$ cat config.mk
export PLATFORM = sky130hd
export DESIGN_NAME = latched_chr_prg_bank_mapper
export DESIGN_NICKNAME = d
export VERILOG_FILES = /design/src/lcpbm_pkg.sv /design/src/lcpbm_mod_unit.sv /design/src/lcpbm_map.sv /design/src/latched_chr_prg_bank_mapper.sv
export SDC_FILE = /design/constraint.sdc
export NUM_CORES = 1
export LEC_CHECK = 0
export BUFFER_PORTS_ARGS = -buffer_cell sky130_fd_sc_hd__buf_2
export CORE_MARGIN = 5
export CORE_UTILIZATION = 35
export DETAILED_ROUTE_END_ITERATION = 16
export GPL_TIMING_DRIVEN = 0
export SLEW_MARGIN = 10
export SYNTH_ARGS = -nofsm -noshare
export SYNTH_HDL_FRONTEND = slang
export SYNTH_SLANG_ARGS = --single-unit
export TNS_END_PERCENT = 50
$ cat constraint.sdc
create_clock -name clk -period 8.4 [get_ports clk]
set_input_delay 2.1 -clock clk [delete_from_list [all_inputs] [get_ports clk]]
set_output_delay 2.1 -clock clk [all_outputs]
set_load 0.01 [all_outputs]
$ cat src/lcpbm_pkg.sv
// shared types and constants for the latched chr / prg bank mapper
`timescale 1ns / 1ps

package lcpbm_pkg;

  localparam logic [8:0] MAX_PRG_BANKS = 9'd16;

  localparam logic REQ_READ  = 1'b0;
  localparam logic REQ_WRITE = 1'b1;

  localparam logic [1:0] TGT_NONE = 2'd0;
  localparam logic [1:0] TGT_CHR  = 2'd1;
  localparam logic [1:0] TGT_PRG  = 2'd2;
  localparam logic [1:0] TGT_SRAM = 2'd3;

  typedef struct packed {
    logic        req_type;
    logic [15:0] address;
    logic [7:0]  write_data;
  } in_item_t;

  typedef struct packed {
    logic [1:0]  target;
    logic [21:0] mem_index;
    logic        write_enable;
    logic        mirror_horizontal;
  } out_item_t;

  // status from the bank register file to the sequencer
  typedef struct packed {
    logic       prg_div;
    logic [8:0] eff_count;
  } map_stat_t;

  typedef enum logic [1:0] {
    ST_IDLE,
    ST_EXEC,
    ST_DIV,
    ST_SEND
  } seq_state_t;

endpackage

$ cat src/lcpbm_mod_unit.sv
// restoring remainder unit: 8-bit dividend modulo 9-bit divisor, one bit per cycle
`timescale 1ns / 1ps

module lcpbm_mod_unit (
  input  logic       clk,
  input  logic       rst_n,
  input  logic       start,
  input  logic [7:0] dividend,
  input  logic [8:0] divisor,
  output logic       done,
  output logic [7:0] rem
);

  logic [7:0] rem_r, rem_nxt;
  logic [7:0] dvd_r;
  logic [8:0] div_r;
  logic [2:0] cnt_r;
  logic       busy_r;
  logic       done_r;
  logic [8:0] trial;
  logic [8:0] diff;

  always_comb begin
    trial = {rem_r, dvd_r[7]};
    diff  = trial - div_r;
    // remainder stays below divisor, so it always fits in 8 bits
    if (trial >= div_r) begin
      rem_nxt = diff[7:0];
    end else begin
      rem_nxt = trial[7:0];
    end
  end

  always_ff @(posedge clk) begin
    if (!rst_n) begin
      busy_r <= 1'b0;
      done_r <= 1'b0;
      cnt_r  <= '0;
    end else begin
      done_r <= 1'b0;
      if (start) begin
        busy_r <= 1'b1;
        cnt_r  <= '0;
      end else if (busy_r) begin
        cnt_r <= cnt_r + 3'd1;
        if (cnt_r == 3'd7) begin
          busy_r <= 1'b0;
          done_r <= 1'b1;
        end
      end
    end
  end

  always_ff @(posedge clk) begin
    if (start) begin
      rem_r <= '0;
      dvd_r <= dividend;
      div_r <= divisor;
    end else if (busy_r) begin
      rem_r <= rem_nxt;
      dvd_r <= {dvd_r[6:0], 1'b0};
    end
  end

  assign done = done_r;
  assign rem  = rem_r;

endmodule

$ cat src/lcpbm_map.sv
// bank registers, latch logic and address translation of the mapper
`timescale 1ns / 1ps

module lcpbm_map (
  input  logic                 clk,
  input  logic                 rst_n,
  input  lcpbm_pkg::in_item_t  item,
  input  logic                 commit,
  input  logic                 prg_we,
  input  logic [7:0]           prg_val,
  input  logic                 cfg_we,
  input  logic [8:0]           cfg_val,
  output lcpbm_pkg::out_item_t res,
  output lcpbm_pkg::map_stat_t stat
);

  localparam logic [8:0] MAX_PRG_BANKS_C = lcpbm_pkg::MAX_PRG_BANKS;

  localparam logic [8:0] TILE_LO_FD = 9'h0FD;
  localparam logic [8:0] TILE_LO_FE = 9'h0FE;
  localparam logic [8:0] TILE_HI_FD = 9'h1FD;
  localparam logic [8:0] TILE_HI_FE = 9'h1FE;

  localparam logic [3:0] REG_PRG    = 4'hA;
  localparam logic [3:0] REG_CHR0   = 4'hB;
  localparam logic [3:0] REG_CHR1   = 4'hC;
  localparam logic [3:0] REG_CHR2   = 4'hD;
  localparam logic [3:0] REG_CHR3   = 4'hE;
  localparam logic [3:0] REG_MIRROR = 4'hF;

  logic       latch_low_r, latch_low_nxt;
  logic       latch_high_r, latch_high_nxt;
  logic [7:0] chr_sel_r [4];
  logic [7:0] chr_sel_nxt [4];
  logic [7:0] bank_low_r, bank_low_nxt;
  logic [7:0] bank_high_r, bank_high_nxt;
  logic [7:0] prg_bank_r;
  logic       mirror_r, mirror_nxt;
  logic [8:0] count_r;
  logic [8:0] eff_count;
  logic [8:0] last_full;
  logic [7:0] last_bank;
  logic [15:0] a;
  logic [7:0]  d;
  logic [8:0]  tile;

  // a count of 0 acts as 1, above 256 as 256
  always_comb begin
    if (count_r == 9'd0) begin
      eff_count = 9'd1;
    end else if (count_r > 9'd256) begin
      eff_count = 9'd256;
    end else begin
      eff_count = count_r;
    end
    last_full = eff_count - 9'd1;
    last_bank = last_full[7:0];
  end

  always_comb begin
    a    = item.address;
    d    = item.write_data;
    tile = a[12:4];

    latch_low_nxt  = latch_low_r;
    latch_high_nxt = latch_high_r;
    chr_sel_nxt    = chr_sel_r;
    bank_low_nxt   = bank_low_r;
    bank_high_nxt  = bank_high_r;
    mirror_nxt     = mirror_r;
    res            = '0;
    stat.prg_div   = 1'b0;

    if (item.req_type == lcpbm_pkg::REQ_READ) begin
      // latch flips before the same read is translated
      if (tile == TILE_LO_FD && latch_low_r) begin
        latch_low_nxt = 1'b0;
        bank_low_nxt  = chr_sel_r[0];
      end else if (tile == TILE_LO_FE && !latch_low_r) begin
        latch_low_nxt = 1'b1;
        bank_low_nxt  = chr_sel_r[1];
      end else if (tile == TILE_HI_FD && latch_high_r) begin
        latch_high_nxt = 1'b0;
        bank_high_nxt  = chr_sel_r[2];
      end else if (tile == TILE_HI_FE && !latch_high_r) begin
        latch_high_nxt = 1'b1;
        bank_high_nxt  = chr_sel_r[3];
      end

      if (a < 16'h1000) begin
        res.target    = lcpbm_pkg::TGT_CHR;
        res.mem_index = {2'b00, bank_low_nxt, a[11:0]};
      end else if (a < 16'h2000) begin
        res.target    = lcpbm_pkg::TGT_CHR;
        res.mem_index = {2'b00, bank_high_nxt, a[11:0]};
      end else if (a >= 16'hC000) begin
        res.target    = lcpbm_pkg::TGT_PRG;
        res.mem_index = {last_bank, a[13:0]};
      end else if (a >= 16'h8000) begin
        res.target    = lcpbm_pkg::TGT_PRG;
        res.mem_index = {prg_bank_r, a[13:0]};
      end else if (a >= 16'h6000) begin
        res.target    = lcpbm_pkg::TGT_SRAM;
        res.mem_index = {9'd0, a[12:0]};
      end
    end else begin
      if (a < 16'h2000) begin
        // chr writes bypass banking
        res.target       = lcpbm_pkg::TGT_CHR;
        res.mem_index    = {9'd0, a[12:0]};
        res.write_enable = 1'b1;
      end else if (a >= 16'h8000) begin
        case (a[15:12])
          REG_PRG: begin
            stat.prg_div = 1'b1;
          end
          REG_CHR0: begin
            chr_sel_nxt[0] = d;
            if (!latch_low_r) bank_low_nxt = d;
          end
          REG_CHR1: begin
            chr_sel_nxt[1] = d;
            if (latch_low_r) bank_low_nxt = d;
          end
          REG_CHR2: begin
            chr_sel_nxt[2] = d;
            if (!latch_high_r) bank_high_nxt = d;
          end
          REG_CHR3: begin
            chr_sel_nxt[3] = d;
            if (latch_high_r) bank_high_nxt = d;
          end
          REG_MIRROR: begin
            mirror_nxt = d[0];
          end
          default: begin
          end
        endcase
      end else if (a >= 16'h6000) begin
        res.target       = lcpbm_pkg::TGT_SRAM;
        res.mem_index    = {9'd0, a[12:0]};
        res.write_enable = 1'b1;
      end
    end

    res.mirror_horizontal = mirror_nxt;
    stat.eff_count        = eff_count;
  end

  always_ff @(posedge clk) begin
    if (!rst_n) begin
      latch_low_r  <= 1'b1;
      latch_high_r <= 1'b1;
      chr_sel_r[0] <= 8'd0;
      chr_sel_r[1] <= 8'd4;
      chr_sel_r[2] <= 8'd0;
      chr_sel_r[3] <= 8'd0;
      bank_low_r   <= '0;
      bank_high_r  <= '0;
      prg_bank_r   <= '0;
      mirror_r     <= 1'b0;
      count_r      <= MAX_PRG_BANKS_C;
    end else begin
      if (commit) begin
        latch_low_r  <= latch_low_nxt;
        latch_high_r <= latch_high_nxt;
        chr_sel_r    <= chr_sel_nxt;
        bank_low_r   <= bank_low_nxt;
        bank_high_r  <= bank_high_nxt;
        mirror_r     <= mirror_nxt;
      end
      if (prg_we) begin
        prg_bank_r <= prg_val;
      end
      if (cfg_we) begin
        count_r <= cfg_val;
      end
    end
  end

endmodule

$ cat src/latched_chr_prg_bank_mapper.sv
// top level of the latched chr / prg bank mapper
// One bus access per item: the block answers with the memory it reaches
// (none, CHR, PRG or save RAM), the byte index in that memory, a write enable
// and the current mirroring. Reads of tile rows 0xFD/0xFE flip the pattern
// latches before the read is translated; writes at 0xA000-0xFFFF load the bank
// and mirroring registers. Items are handled one at a time: the next is taken
// once the last result is in the output register; a PRG bank select write
// (0xA000-0xAFFF) also waits while a subtract-compare unit reduces the bank
// number modulo the bank count, one bit per cycle. The result waits in the
// output register while out_stall is high. The user must write prg_bank_count
// (cfg_valid/cfg_data) only while no item is in flight; not enforced here.
`timescale 1ns / 1ps

module latched_chr_prg_bank_mapper (
  input  logic                 clk,
  input  logic                 rst_n,
  input  logic                 in_valid,
  output logic                 in_stall,
  input  lcpbm_pkg::in_item_t  in_data,
  output logic                 out_valid,
  input  logic                 out_stall,
  output lcpbm_pkg::out_item_t out_data,
  input  logic                 cfg_valid,
  output logic                 cfg_ready,
  input  logic [8:0]           cfg_data
);

  lcpbm_pkg::seq_state_t state_r, state_nxt;
  lcpbm_pkg::in_item_t   item_r;
  lcpbm_pkg::out_item_t  res_r;
  lcpbm_pkg::out_item_t  out_r;
  lcpbm_pkg::out_item_t  map_res;
  lcpbm_pkg::map_stat_t  map_stat;
  logic                  out_valid_r, out_valid_nxt;
  logic                  item_ld;
  logic                  commit;
  logic                  div_start;
  logic                  div_done;
  logic [7:0]            div_rem;
  logic                  out_ld;

  assign cfg_ready = 1'b1;

  lcpbm_map u_map (
    .clk     (clk),
    .rst_n   (rst_n),
    .item    (item_r),
    .commit  (commit),
    .prg_we  (div_done),
    .prg_val (div_rem),
    .cfg_we  (cfg_valid && cfg_ready),
    .cfg_val (cfg_data),
    .res     (map_res),
    .stat    (map_stat)
  );

  lcpbm_mod_unit u_mod (
    .clk      (clk),
    .rst_n    (rst_n),
    .start    (div_start),
    .dividend (item_r.write_data),
    .divisor  (map_stat.eff_count),
    .done     (div_done),
    .rem      (div_rem)
  );

  always_comb begin
    state_nxt = state_r;
    item_ld   = 1'b0;
    commit    = 1'b0;
    div_start = 1'b0;
    out_ld    = 1'b0;
    in_stall  = 1'b1;
    case (state_r)
      lcpbm_pkg::ST_IDLE: begin
        in_stall = 1'b0;
        if (in_valid) begin
          item_ld   = 1'b1;
          state_nxt = lcpbm_pkg::ST_EXEC;
        end
      end
      lcpbm_pkg::ST_EXEC: begin
        commit = 1'b1;
        if (map_stat.prg_div) begin
          div_start = 1'b1;
          state_nxt = lcpbm_pkg::ST_DIV;
        end else begin
          state_nxt = lcpbm_pkg::ST_SEND;
        end
      end
      lcpbm_pkg::ST_DIV: begin
        if (div_done) begin
          state_nxt = lcpbm_pkg::ST_SEND;
        end
      end
      lcpbm_pkg::ST_SEND: begin
        if (!out_valid_r || !out_stall) begin
          out_ld    = 1'b1;
          state_nxt = lcpbm_pkg::ST_IDLE;
        end
      end
      default: begin
        state_nxt = lcpbm_pkg::ST_IDLE;
      end
    endcase

    if (out_ld) begin
      out_valid_nxt = 1'b1;
    end else if (out_stall) begin
      out_valid_nxt = out_valid_r;
    end else begin
      out_valid_nxt = 1'b0;
    end
  end

  always_ff @(posedge clk) begin
    if (!rst_n) begin
      state_r     <= lcpbm_pkg::ST_IDLE;
      out_valid_r <= 1'b0;
    end else begin
      state_r     <= state_nxt;
      out_valid_r <= out_valid_nxt;
    end
  end

  always_ff @(posedge clk) begin
    if (item_ld) item_r <= in_data;
    if (commit)  res_r  <= map_res;
    if (out_ld)  out_r  <= res_r;
  end

  assign out_valid = out_valid_r;
  assign out_data  = out_r;

endmodule

==> metrics.yaml <==
run_status:
  outcome: "complete, no violations"
timing:
  finalCriticalPeriod_ns: 3.87
  rsz0062_at_grt: "false"
  fin_ws_ns: 4.53
  worst_pin_slew_ns: 1.03
  setup_tns_ns: 0
  hold_violations: 0
  finalMaxSlewViolations: 0
  period_share_pct: 46.1
  max_slew_margin_pct: 31.2
  fmax_mhz: 258
  finalSetupViolCount: 0
  skew_ns: 0.00781
cells_and_area:
  syn_to_final_growth_pct: 16.0
  seqCellArea_um2: 4500
  nets: 829
  multi_input_area_um2: 3160
  nFillCells: 2175
  diodes: 0
  drive_gt1_share_pct: 16.2
clocking:
  cts_resized: 0
  h-tree-depth: 4
  root_buffer: "clkbuf_16"
  clk_pin_slew_ns: 0.07
  insertion_delay_ns: 0.43
  cts.sinks: 178
  postCtsSetupRepairBufs: 0
  numCtsBuffers: 17
  cts_max_path_buffers: 2
  cts_hold_buf: 0
  cts_tree: "done"
synth:
  synth_common_cells: "94 x edfxtp_1, 84 x dfxtp_1, 68 x mux2i_1"
  synth_flop_cell: "edfxtp_1"
  syn_area_per_cell_um2: 11.5
  synth_top_area_share_pct: 35.8
  post-synth-top-count-cell: "edfxtp_1"
  synthArstFlopShare_pct: 0
  synth-edff-count: 94
  syn-cell-area_um2: 7890
  synth.area.top_cells: "edfxtp_1 36%, dfxtp_1 21%, mux2i_1 8.6%, nor2b_1 4.7%, a21oi_1 2.8%"
  synth_cell_types: 67
  syn_inst: 688
  yosys_warnings: 0
  yosysTopAreaCell: "edfxtp_1"
  syn-num-nets: 745
  synth_seq_area_share_pct: 57.1
  ys_seq_elements: 178
route:
  totalWireLength_um: 18200
  drc: 0
  dr.pass1.iters: 6
  final_antenna_net_count: 0
  wl_per_cell_um: 17.0
  vias: 5405
  drtIter0Drc: 356
  routed_via_density: 5.05
floorplan:
  core-area_um2: 22400
  pin_count: 68
  fp.dieH_um: 160
  dieArea_um2: 25600
  initial_core_util_pct: 35.2
  fp.dieW_um: 160
  rows: 55
critical_path:
  rrSetupSlack_ns: 4.53
  crit_fanout: 19
  crit_arrival_ns: 3.99
  cp-end-kind: "register"
  path_common_cell: "clkbuf_1"
  r2r-end: "u_mod.dvd_r[5]"
  critPathSlowestCell: "clkbuf_1"
  r2r_start: "state_r[1]"
  worstPathCellList: "inv_1 -> ha_1 -> buf_8 -> clkbuf_1 -> nand3_1 -> nor3_1 -> clkbuf_1 -> or2_2"
  crit_type: "register to register"
  cp_slowest_stage_delay_ns: 0.83
  required_ns: 8.52
  start_kind: "register"
  rr_worst_depth: 8
pwr:
  vdd_ir_drop_max_uv: 111
  power_switching_w: 0.000762
  power_frac_comb_pct: 21.7
  switching_share_pct: 30.7
  leakagePower_nw: 3.32
  p_int_w: 0.00172
  clkPwrFrac_pct: 30.7
  pwr_density_cell_nw_per_um2: 272
  seqPwrFrac_pct: 47.6
worst_hold_path:
  hold_start: "res_r[9]"
  whs_endpoint: "out_data[9]"
  hold_path_class: "register to register"
  min_path_cells: 0
global_route:
  grt_pass1_wl_um: 29000
  overflow: 0
  grt_pass1_vias: 5303
  grt_start_max_net_pins: 28
  grt_antenna_before_repair: 0
  track_usage_pct: 14.3
placed_design:
  gp_congestion: 0.859
  dp_hpwl_um: 13100
  dp_slack_ns: 4.14
  port_buffers: 64
run:
  drv_cap: 0
cell usage in the layout, fill, tap and decap left out, drive strengths merged, types with 3 or more instances in the layout:
cell type  netlist  layout
edfxtp          94      94
dfxtp           84      84
buf              9      74
mux2i           68      68
nor2b           60      60
a21oi           44      44
nor2            44      44
clkbuf          24      42
o21ai           32      32
nand2           30      30
inv             23      28
ha              17      17
nor3            16      16
and2            15      15
a211oi          13      13
nand2b          11      11
nand3           10      10
mux2             9       9
clkinv           1       9
a311oi           7       7
a31oi            6       6
or3              6       6
o21a             6       6
xnor2            6       6
o22ai            5       5
nor3b            4       4
or2              3       3
or4              3       3
nor4             3       3
a21boi           3       3
registers in the layout (all words and copies together) (netlist names), 9 cells and up:
register,flops
u_map.chr_sel_r,32
u_mod.div_r,9
res_r,26
item_r,25
out_data,26
u_map.count_r,9
worst max-delay path by stage:
stage | from | endpoint | slack, ns | cells after the start
CTS | state_r[1] | u_mod.dvd_r[5] | 4.11 | 7
detailed placement | state_r[1] | u_mod.dvd_r[1] | 4.14 | 7
floorplan | out_stall | out_data[0] | 3.90 | 1
finish | state_r[1] | u_mod.dvd_r[5] | 4.53 | 8
global placement | out_stall | out_data[10] | 2.97 | 2
global route | state_r[1] | u_mod.dvd_r[5] | 4.16 | 8
logic make-up after synthesis:
family | after synthesis | synth area share (%)
flip-flops | 178 | 57.1
other | 1 | 0.0476
multiplexers | 77 | 9.92
AND/OR/NAND/NOR | 215 | 15.2
AO/OA/AOI/OAI | 136 | 11.1
buffers and inverters | 57 | 2.98
XOR/XNOR | 6 | 0.666
adder cells (fa/ha/maj) | 18 | 2.95
through the flow:
stage / cells / power, W / cell area (um^2) / util (%) / hold slack [ns]
4_1_cts: 1069 / 0.00250 / 9130 / 40.7 / 0.419
6_report: 1070 / 0.00248 / 9150 / 40.8 / 0.415
3_3_place_gp: 1037 / 0.00172 / 8560 / 38.2 / 0.401
5_1_grt: 1070 / 0.00262 / 9150 / 40.8 / 0.428
3_5_place_dp: 1037 / 0.00174 / 8570 / 38.2 / 0.405
2_1_floorplan: 688 / 0.00157 / 7890 / - / 0.400
power by group through the flow:
stage	Combinational, W	Clock, W	Sequential (W)
2_1_floorplan	0.000396	0	0.00117
3_3_place_gp	0.000521	0	0.00120
3_5_place_dp	0.000531	0	0.00120
4_1_cts	0.000534	0.000780	0.00119
5_1_grt	0.000602	0.000815	0.00120
6_report	0.000540	0.000762	0.00118
layout make-up:
cell class              count  share of cell area, %
plain buffers              33                   1.59
clock buffers              18                   4.69
clock inverters            14                   1.42
inverters                  24                  0.985
multi-input cells         453                   34.5
flip-flops and latches    178                   49.2
well taps                 285                   3.90
repair buffers             65                   3.66
metal layers:
metal	global-route usage [%]	vias to the layer above	share of wire, %
met4	5.48	0	1.7
met5	0	-	0
li1	-	2678	-
met3	3.17	24	5.4
met2	21.8	142	45
met1	20.0	2561	48
critical path, delay by kind of cell, from the launching register on:
kind | cells | cell delay, ns
buffers and inverters | 4 | 1.56
and+or+nand+nor | 3 | 1.20
DFF | 1 | 0.35
adders and majority gates | 1 | 0.44
Power figures use the tool's default switching activity.
